### config.mk
export PLATFORM = sky130hd
export DESIGN_NAME = intensity_bug_mode_controller_top
export DESIGN_NICKNAME = d
export VERILOG_FILES = /design/src/hw/rtl/ibmc_pkg.sv /design/src/hw/rtl/intensity_bug_mode_controller_top.sv
export SDC_FILE = /design/constraint.sdc
export NUM_CORES = 2
export LEC_CHECK = 0
export ABC_AREA = 0
export BUFFER_PORTS_ARGS = -buffer_cell sky130_fd_sc_hd__buf_2
export CAP_MARGIN = 40
export CELL_PAD_IN_SITES_DETAIL_PLACEMENT = 0
export CELL_PAD_IN_SITES_GLOBAL_PLACEMENT = 1
export CORE_UTILIZATION = 30
export CTS_CLUSTER_DIAMETER = 80
export CTS_CLUSTER_SIZE = 16
export DETAILED_ROUTE_END_ITERATION = 8
export PLACE_DENSITY = 0.62
export SLEW_MARGIN = 15
export SYNTH_ARGS = -nofsm -noshare
export SYNTH_HDL_FRONTEND = slang
export SYNTH_SLANG_ARGS = --single-unit
### constraint.sdc
create_clock -name clk -period 31.4 [get_ports clk]
set_input_delay 1.57 -clock clk [delete_from_list [all_inputs] [get_ports clk]]
set_output_delay 1.57 -clock clk [all_outputs]
set_load 0.1 [all_outputs]
### src/hw/rtl/ibmc_pkg.sv
// Shared types and constants for the intensity bug mode controller.
// No dependencies.
`timescale 1ns / 1ps

package ibmc_pkg;

  localparam int WINDOW_DEF = 30;
  localparam int GROUP_LEN  = 4;
  localparam int IR_COUNT   = 12;
  localparam int IR_PER_GRP = 4;
  localparam int IR_IDX_W   = 4;
  localparam int CFG_W      = 19;
  localparam int CFG_IDX_W  = 2;

  typedef logic [1:0] mode_t;
  typedef logic [CFG_IDX_W-1:0] cfg_idx_t;

  localparam mode_t MODE_FOLLOW   = 2'd0;
  localparam mode_t MODE_ROTATE   = 2'd1;
  localparam mode_t MODE_APPROACH = 2'd2;

  localparam cfg_idx_t REG_OBSTACLE_LIMIT = 2'd0;
  localparam cfg_idx_t REG_PEAK_MARGIN    = 2'd1;
  localparam cfg_idx_t REG_FACING_INDEX   = 2'd2;

  localparam logic [15:0] OBSTACLE_LIMIT_RST = 16'd200;
  localparam logic [18:0] PEAK_MARGIN_RST    = 19'd8;
  localparam logic [3:0]  FACING_INDEX_RST   = 4'd9;

endpackage

### src/hw/rtl/intensity_bug_mode_controller_top.sv
// Intensity bug mode controller: window peak detect, hit/leave state, mode select.
// Depends on ibmc_pkg.
`timescale 1ns / 1ps

// One beat per cycle is taken on the input channel when the output side does
// not stall; its result beat is presented after four register stages, the
// first loaded at the accepting edge: the sample window shift with group
// partial sums, min/max and infrared group maxima; the third sums and the
// facing match; the trimmed sums; and the output register, where the peak
// compare and the follow/hit level state are updated.
// Throughput is one beat per cycle and follows out_ready only; a stalled
// stage holds, and empty stages ahead of it keep taking beats.
module intensity_bug_mode_controller_top #(
  parameter int WINDOW = ibmc_pkg::WINDOW_DEF
) (
  input  logic                        clk,
  input  logic                        rst,
  input  logic                        cfg_wr_en,
  input  ibmc_pkg::cfg_idx_t          cfg_index,
  input  logic [ibmc_pkg::CFG_W-1:0]  cfg_wdata,
  input  logic                        in_valid,
  output logic                        in_ready,
  input  logic [15:0]                 light_sample,
  input  logic [15:0]                 range_front,
  input  logic [15:0]                 range_front_left,
  input  logic [15:0]                 range_front_right,
  input  logic [63:0]                 ir_group_low,
  input  logic [63:0]                 ir_group_mid,
  input  logic [63:0]                 ir_group_high,
  output logic                        out_valid,
  input  logic                        out_ready,
  output ibmc_pkg::mode_t             mode,
  output logic                        peak_seen,
  output logic                        left_boundary,
  output logic                        hit_obstacle
);

  localparam int GRP     = ibmc_pkg::GROUP_LEN;
  localparam int THIRD   = WINDOW / 3;
  localparam int NEW_LEN = WINDOW - 2 * THIRD;
  localparam int NG      = (NEW_LEN + GRP - 1) / GRP;
  localparam int GSUM_W  = 16 + $clog2(GRP);
  localparam int SUM_W   = 16 + $clog2(NEW_LEN);
  localparam int CMP_W   = ((SUM_W > ibmc_pkg::CFG_W) ? SUM_W : ibmc_pkg::CFG_W) + 1;
  localparam int EXT     = WINDOW + GRP;
  localparam int NIR     = ibmc_pkg::IR_COUNT / ibmc_pkg::IR_PER_GRP;
  localparam int IW      = ibmc_pkg::IR_IDX_W;

  logic [15:0] obstacle_limit;
  logic [18:0] peak_margin;
  logic [3:0]  facing_index;

  logic [15:0] window  [WINDOW];
  logic [15:0] win_ext [EXT];

  logic a_valid, b_valid, c_valid;
  logic a_ready, b_ready, c_ready, d_ready;
  logic accept, a_adv, b_adv, c_adv;

  // stage A
  logic [GSUM_W-1:0] gsum [3][NG];
  logic [15:0]       gmin [3][NG];
  logic [15:0]       gmax [3][NG];
  logic [15:0]       irv  [NIR];
  logic [IW-1:0]     iri  [NIR];
  logic              blocked;

  logic [GSUM_W-1:0] a_gsum [3][NG];
  logic [15:0]       a_gmin [3][NG];
  logic [15:0]       a_gmax [3][NG];
  logic [15:0]       a_irv  [NIR];
  logic [IW-1:0]     a_iri  [NIR];
  logic [15:0]       a_sample;
  logic              a_blocked;

  // stage B
  logic [SUM_W-1:0] tsum [3];
  logic [15:0]      tmin [3];
  logic [15:0]      tmax [3];
  logic             approach;

  logic [SUM_W-1:0] b_sum [3];
  logic [15:0]      b_lo  [3];
  logic [15:0]      b_hi  [3];
  logic [15:0]      b_sample;
  logic             b_blocked;
  logic             b_approach;

  // stage C
  logic [SUM_W-1:0] c_trim [3];
  logic [15:0]      c_sample;
  logic             c_blocked;
  logic             c_approach;

  // output stage and state
  logic        following;
  logic [15:0] hit_level;
  logic        peak;
  logic        leave;
  logic        hit;
  logic        following_next;
  logic [CMP_W-1:0] mid_ext, old_lim, new_lim;

  // handshake chain
  assign d_ready  = !out_valid || out_ready;
  assign c_ready  = !c_valid || d_ready;
  assign b_ready  = !b_valid || c_ready;
  assign a_ready  = !a_valid || b_ready;
  assign in_ready = a_ready;
  assign accept   = in_valid && in_ready;
  assign a_adv    = a_valid && b_ready;
  assign b_adv    = b_valid && c_ready;
  assign c_adv    = c_valid && d_ready;

  always_ff @(posedge clk) begin
    if (rst) begin
      a_valid   <= 1'b0;
      b_valid   <= 1'b0;
      c_valid   <= 1'b0;
      out_valid <= 1'b0;
    end else begin
      a_valid   <= accept || (a_valid && !b_ready);
      b_valid   <= a_adv || (b_valid && !c_ready);
      c_valid   <= b_adv || (c_valid && !d_ready);
      out_valid <= c_adv || (out_valid && !out_ready);
    end
  end

  // configuration registers
  always_ff @(posedge clk) begin
    if (rst) begin
      obstacle_limit <= ibmc_pkg::OBSTACLE_LIMIT_RST;
      peak_margin    <= ibmc_pkg::PEAK_MARGIN_RST;
      facing_index   <= ibmc_pkg::FACING_INDEX_RST;
    end else if (cfg_wr_en) begin
      unique case (cfg_index)
        ibmc_pkg::REG_OBSTACLE_LIMIT: obstacle_limit <= cfg_wdata[15:0];
        ibmc_pkg::REG_PEAK_MARGIN:    peak_margin    <= cfg_wdata[18:0];
        ibmc_pkg::REG_FACING_INDEX:   facing_index   <= cfg_wdata[3:0];
        default: ;
      endcase
    end
  end

  // shifted window view, oldest at index 0, padded past the end
  always_comb begin
    for (int i = 0; i < EXT; i++) begin
      if (i < WINDOW - 1) begin
        win_ext[i] = window[i+1];
      end else if (i == WINDOW - 1) begin
        win_ext[i] = light_sample;
      end else begin
        win_ext[i] = 16'd0;
      end
    end
  end

  always_ff @(posedge clk) begin
    if (rst) begin
      for (int i = 0; i < WINDOW; i++) window[i] <= 16'd0;
    end else if (accept) begin
      for (int i = 0; i < WINDOW; i++) window[i] <= win_ext[i];
    end
  end

  // group partials per third
  always_comb begin
    for (int t = 0; t < 3; t++) begin
      for (int g = 0; g < NG; g++) begin
        gsum[t][g] = '0;
        gmin[t][g] = 16'hFFFF;
        gmax[t][g] = 16'd0;
        for (int e = 0; e < GRP; e++) begin
          if (g * GRP + e < ((t == 2) ? NEW_LEN : THIRD)) begin
            gsum[t][g] = gsum[t][g] + GSUM_W'(win_ext[t * THIRD + g * GRP + e]);
            if (win_ext[t * THIRD + g * GRP + e] < gmin[t][g])
              gmin[t][g] = win_ext[t * THIRD + g * GRP + e];
            if (win_ext[t * THIRD + g * GRP + e] > gmax[t][g])
              gmax[t][g] = win_ext[t * THIRD + g * GRP + e];
          end
        end
      end
    end
  end

  // first maximum within each infrared group
  always_comb begin
    logic [63:0] grp;
    grp = ir_group_low;
    for (int k = 0; k < NIR; k++) begin
      case (k)
        0:       grp = ir_group_low;
        1:       grp = ir_group_mid;
        default: grp = ir_group_high;
      endcase
      irv[k] = grp[15:0];
      iri[k] = IW'(k * ibmc_pkg::IR_PER_GRP);
      for (int e = 1; e < ibmc_pkg::IR_PER_GRP; e++) begin
        if (grp[16*e +: 16] > irv[k]) begin
          irv[k] = grp[16*e +: 16];
          iri[k] = IW'(k * ibmc_pkg::IR_PER_GRP + e);
        end
      end
    end
  end

  always_comb begin
    logic [15:0] nearest;
    nearest = range_front;
    if (range_front_left < nearest) nearest = range_front_left;
    if (range_front_right < nearest) nearest = range_front_right;
    blocked = nearest < obstacle_limit;
  end

  always_ff @(posedge clk) begin
    if (accept) begin
      a_gsum    <= gsum;
      a_gmin    <= gmin;
      a_gmax    <= gmax;
      a_irv     <= irv;
      a_iri     <= iri;
      a_sample  <= light_sample;
      a_blocked <= blocked;
    end
  end

  // third sums and facing match
  always_comb begin
    logic [15:0]   best_v;
    logic [IW-1:0] best_i;
    for (int t = 0; t < 3; t++) begin
      tsum[t] = '0;
      tmin[t] = 16'hFFFF;
      tmax[t] = 16'd0;
      for (int g = 0; g < NG; g++) begin
        tsum[t] = tsum[t] + SUM_W'(a_gsum[t][g]);
        if (a_gmin[t][g] < tmin[t]) tmin[t] = a_gmin[t][g];
        if (a_gmax[t][g] > tmax[t]) tmax[t] = a_gmax[t][g];
      end
    end
    best_v = a_irv[0];
    best_i = a_iri[0];
    for (int k = 1; k < NIR; k++) begin
      if (a_irv[k] > best_v) begin
        best_v = a_irv[k];
        best_i = a_iri[k];
      end
    end
    approach = best_i == facing_index;
  end

  always_ff @(posedge clk) begin
    if (a_adv) begin
      b_sum      <= tsum;
      b_lo       <= tmin;
      b_hi       <= tmax;
      b_sample   <= a_sample;
      b_blocked  <= a_blocked;
      b_approach <= approach;
    end
  end

  always_ff @(posedge clk) begin
    if (b_adv) begin
      for (int t = 0; t < 3; t++) begin
        c_trim[t] <= b_sum[t] - (SUM_W'(b_lo[t]) + SUM_W'(b_hi[t]));
      end
      c_sample   <= b_sample;
      c_blocked  <= b_blocked;
      c_approach <= b_approach;
    end
  end

  // peak compare and hit/leave decision
  assign mid_ext = CMP_W'(c_trim[1]);
  assign old_lim = CMP_W'(c_trim[0]) + CMP_W'(peak_margin);
  assign new_lim = CMP_W'(c_trim[2]) + CMP_W'(peak_margin);
  assign peak    = (mid_ext > old_lim) && (mid_ext > new_lim);
  assign leave   = following && peak && (c_sample > hit_level);
  assign hit     = !following && c_blocked;

  always_comb begin
    following_next = following;
    if (leave) begin
      following_next = 1'b0;
    end else if (hit) begin
      following_next = 1'b1;
    end
  end

  always_ff @(posedge clk) begin
    if (rst) begin
      following <= 1'b0;
      hit_level <= 16'd0;
    end else if (c_adv) begin
      following <= following_next;
      if (!leave && hit) begin
        hit_level <= c_sample;
      end
    end
  end

  always_ff @(posedge clk) begin
    if (c_adv) begin
      if (following_next) begin
        mode <= ibmc_pkg::MODE_FOLLOW;
      end else if (c_approach) begin
        mode <= ibmc_pkg::MODE_APPROACH;
      end else begin
        mode <= ibmc_pkg::MODE_ROTATE;
      end
      peak_seen     <= peak;
      left_boundary <= leave;
      hit_obstacle  <= !leave && hit;
    end
  end

endmodule

==> key figures <==
Outcome
  • Status: completed

Critical path
  • Top cell by count, worst path: o21a_1
  • Crit-path max FO: 40
  • R2r worst-path depth: 32
  • FF-to-FF Start: window[0][198]$_SDFFCE_PN0P_
  • Worst EP required: 31.92 ns
  • Crit Path Category: primary input to flip-flop
  • Startpoint class of the critical path: primary input
  • Endpoint class of the critical path: flip-flop
  • Worst r2r dst: a_gmax[80]$_DFFE_PP_
  • Flop-to-flop setup slack: 23.09 ns
  • CP max-delay cell: o31ai_4
  • CP arrival: 9.13 ns
  • Slowest stage delay, CP: 0.57 ns

Synthesis
  • Synth Area in Adders: 23.61%
  • Synthesized cell area: 0.09997 mm2
  • Avg Inst Size Synth: 10.70 um2
  • Sequential cell area fraction in the yosys report: 38.42%
  • Simple-gate share of the synthesized area: 10.51%
  • Mux share of post-synthesis cell area: 8.939%
  • Post-synth top area cell: edfxtp_1
  • Most used DFF post-synth: edfxtp_1
  • Top post-synthesis cells by area: edfxtp_1 37%, ha_1 18%, mux2i_1 6.1%, fa_1 6.0%, inv_1 4.5%
  • Yosys reg bits: 1,299
  • Yosys warns: 0
  • Distinct cells, synth: 87
  • Largest family of logic cells by synthesized area: adder cells
  • Syn Inst Count: 9,346
  • Post-synthesis xor/xnor area fraction: 2.120%
  • Top cell type's share of synthesized area: 37.22%
  • Post-synthesis net count: 11,330
  • Ys async rst share: 0%
  • Number of synthesized flops with an enable pin: 1,239
  • Synth Area in Compound Gates: 11.07%

Routing
  • DRC: 0
  • Starting DRT DRC Count: 5,222
  • Drt first pass iters: 6
  • DRT antenna net count: 0
  • DR vias/cell: 5.077
  • Via Count: 71,640
  • Routed WL: 312,800 um
  • Wire per inst: 22.16 um

Hold path
  • Worst Hold End: c_sample[4]$_DFFE_PP_
  • Hold crit path type: flip-flop to flip-flop
  • Hold Path Origin: b_sample[4]$_DFFE_PP_
  • Hold depth: 0

Job
  • Maxcap violations: 0

Timing
  • Hold WS: 0.4193 ns
  • Setup Viol. Count Final: 0
  • Slew at the pin with the worst max-slew slack: 1.188 ns
  • Max-slew violation count: 0
  • Peak Freq: 0.1162 GHz
  • Final Hold Viols: 0
  • Skew final: 0.07084 ns
  • Final Cycle Share: 27.41%
  • Unrepaired setup endpoints after global routing: no
  • Slew HR: 20.81%
  • Fin crit period: 8.606 ns
  • Setup TNS Final: 0 ns

Finish
  • Layout cells sized above 1: 9.240%
  • Final core occ: 33.62%
  • Finished Cell Area: 0.1113 mm2
  • Fill cell count: 33,190
  • Final nets: 11,630
  • Synth-to-Final Area Change: 11.33%

Global routing
  • Initial antenna violation count: 40
  • Gr ovfl total: 0
  • Largest net degree at the start of global routing: 153
  • Total GRT Usage: 18.28%
  • Global-route wire length before repair: 464,500 um
  • Vias in the first global route: 72,130

Place
  • PortBufs: 288
  • Post-DP HPWL: 252,800 um
  • RD Place Congestion: 0.9001
  • Cell Area, Placed: 0.1073 mm2

Clock network
  • CTS root buf: clkbuf_16
  • Post-cts resize count: 0
  • Clock sink total: 1,299
  • Clock Path Buffers: 3
  • CTS buffer count: 113
  • CTS clk-pin slew, worst paths: 0.07 ns
  • H-tree depth: 3
  • Skew-Pair Late Insertion Delay: 0.80 ns
  • Setup bufs post-CTS: 0
  • CTS tree: built
  • Hold_buf cts: 0

Pwr
  • PD cells: 71.55 mW/mm2
  • Pleak: 48.85 nW
  • Worst VDD drop: 58.52 uV

Floorplanning
  • Initial Util: 30.20%
  • Row count: 211
  • Die Span Y: 579.3 um
  • Die Width: 579.3 um
  • Die area: 0.3356 mm2
  • Core ar.: 0.3311 mm2
  • Ports: 289
[cells by family after synthesis]
group	count (synthesis)
DFF	1299
muxes	861
buffers and inverters	1413
adders and majority gates	1707
and+or+nand+nor	2091
xor gates and xnor gates	242
AOI/OAI and AO/OA	1733
[cell usage in the layout (no fill, tap or decap), types with 74 or more instances in the layout]
cell,n
a21o_1,269
nor2b_1,223
xnor2_1,172
o21ai_0,360
a21oi_1,553
mux2_2,243
mux2i_1,607
o21a_1,130
nand2b_1,74
buf_2,291
nor2_1,444
edfxtp_1,1239
and2_1,119
nand2_1,428
inv_1,1193
ha_1,1407
clkbuf_16,114
nand3_1,141
nand4_1,190
fa_1,299
nor3_1,286
[layout make-up]
class	instances	area, um2	area share [%]
Clock buffer	139	2990	2.687
Clock inverter	61	723.2	0.6498
Tap cell	4366	5463	4.908
Antenna cell	16	40.04	0.03597
Multi-Input combinational cell	6634	56480	50.75
Timing Repair Buffer	401	2704	2.429
Inverter	1195	4493	4.037
Sequential cell	1299	38410	34.51
[sequential cells by signal, indices dropped and copies added (netlist names), 2 cells and up]
register	cells
c_trim	60
c_sample	16
peak_margin	19
b_sum	60
b_hi	48
a_iri	6
a_gsum	159
window	464
obstacle_limit	16
mode	2
a_irv	48
a_sample	16
b_sample	16
facing_index	4
a_gmax	144
hit_level	16
b_lo	48
a_gmin	144
[through the flow]
step                power, mW  setup slack [ns]  cells
floorplan               5.303             16.87   9346
global placement        6.435             21.41  13860
detailed placement      6.512             21.99  13890
CTS                     8.029             22.85  14090
global route            8.532             22.17  14100
finish                  7.963             22.79  14110
[cell usage after synthesis, types with 15 or more instances]
| cell | number |
|---|---|
| ha_1 | 1407 |
| edfxtp_1 | 1239 |
| inv_1 | 1194 |
| mux2i_1 | 607 |
| a21oi_1 | 560 |
| nor2_1 | 446 |
| nand2_1 | 429 |
| o21ai_0 | 361 |
| fa_1 | 299 |
| nor3_1 | 286 |
| a21o_1 | 269 |
| mux2_2 | 243 |
| nor2b_1 | 224 |
| clkbuf_1 | 192 |
| nand4_1 | 190 |
| xnor2_1 | 172 |
| nand3_1 | 141 |
| o21a_1 | 130 |
| and2_1 | 119 |
| nand2b_1 | 75 |
| xor2_1 | 70 |
| a211oi_1 | 63 |
| dfxtp_1 | 60 |
| or3_1 | 40 |
| and3_1 | 37 |
| o21bai_1 | 29 |
| a221oi_1 | 28 |
| and4_1 | 28 |
| a2111oi_0 | 25 |
| o211ai_1 | 24 |
| o22ai_1 | 24 |
| a211o_1 | 23 |
| a41oi_1 | 21 |
| nor4_1 | 18 |
| a311oi_1 | 17 |
| a21boi_0 | 16 |
| a31oi_1 | 16 |
| or2_2 | 16 |
| a41o_1 | 15 |
| nand4b_1 | 15 |
| o41ai_1 | 15 |
[report_power, final]
part / total [mW] / internal, mW / switching (mW)
clock network: 1.48 / 0.730 / 0.748
logic: 3.82 / 1.61 / 2.20
registers: 2.67 / 2.38 / 0.289
[worst max path at each step]
stage / endpoint / depth (start not counted) / startpoint / slack (ns)
after floorplan: window[0][100]$_SDFFCE_PN0P_ / 6 / out_ready / 16.87
after CTS: a_irv[0]$_DFFE_PP_ / 35 / ir_group_high[1] / 22.85
after global placement: a_irv[13]$_DFFE_PP_ / 34 / ir_group_high[1] / 21.41
after global routing: a_irv[4]$_DFFE_PP_ / 35 / ir_group_high[1] / 22.17
after detailed placement: a_irv[4]$_DFFE_PP_ / 35 / ir_group_high[1] / 21.99
final: a_irv[4]$_DFFE_PP_ / 35 / ir_group_high[1] / 22.79
[critical path: cells and delay by family]
kind	cells	cell delay [ns]
AO/OA/AOI/OAI	20	3.91
buffers and inverters	6	1.44
AND/OR/NAND/NOR	5	0.91
adder cells (fa/ha/maj)	3	0.85
multiplexers	1	0.42
[metal layers]
layer	vias to the layer above	track usage, %	wire [um]
met5	-	0	171
met4	26	4.297	7311
met3	302	2.142	15730
met2	1537	30.14	143200
met1	35330	25.46	146400
li1	34450	-	-
No activity file was read; power rests on OpenSTA's default activity.
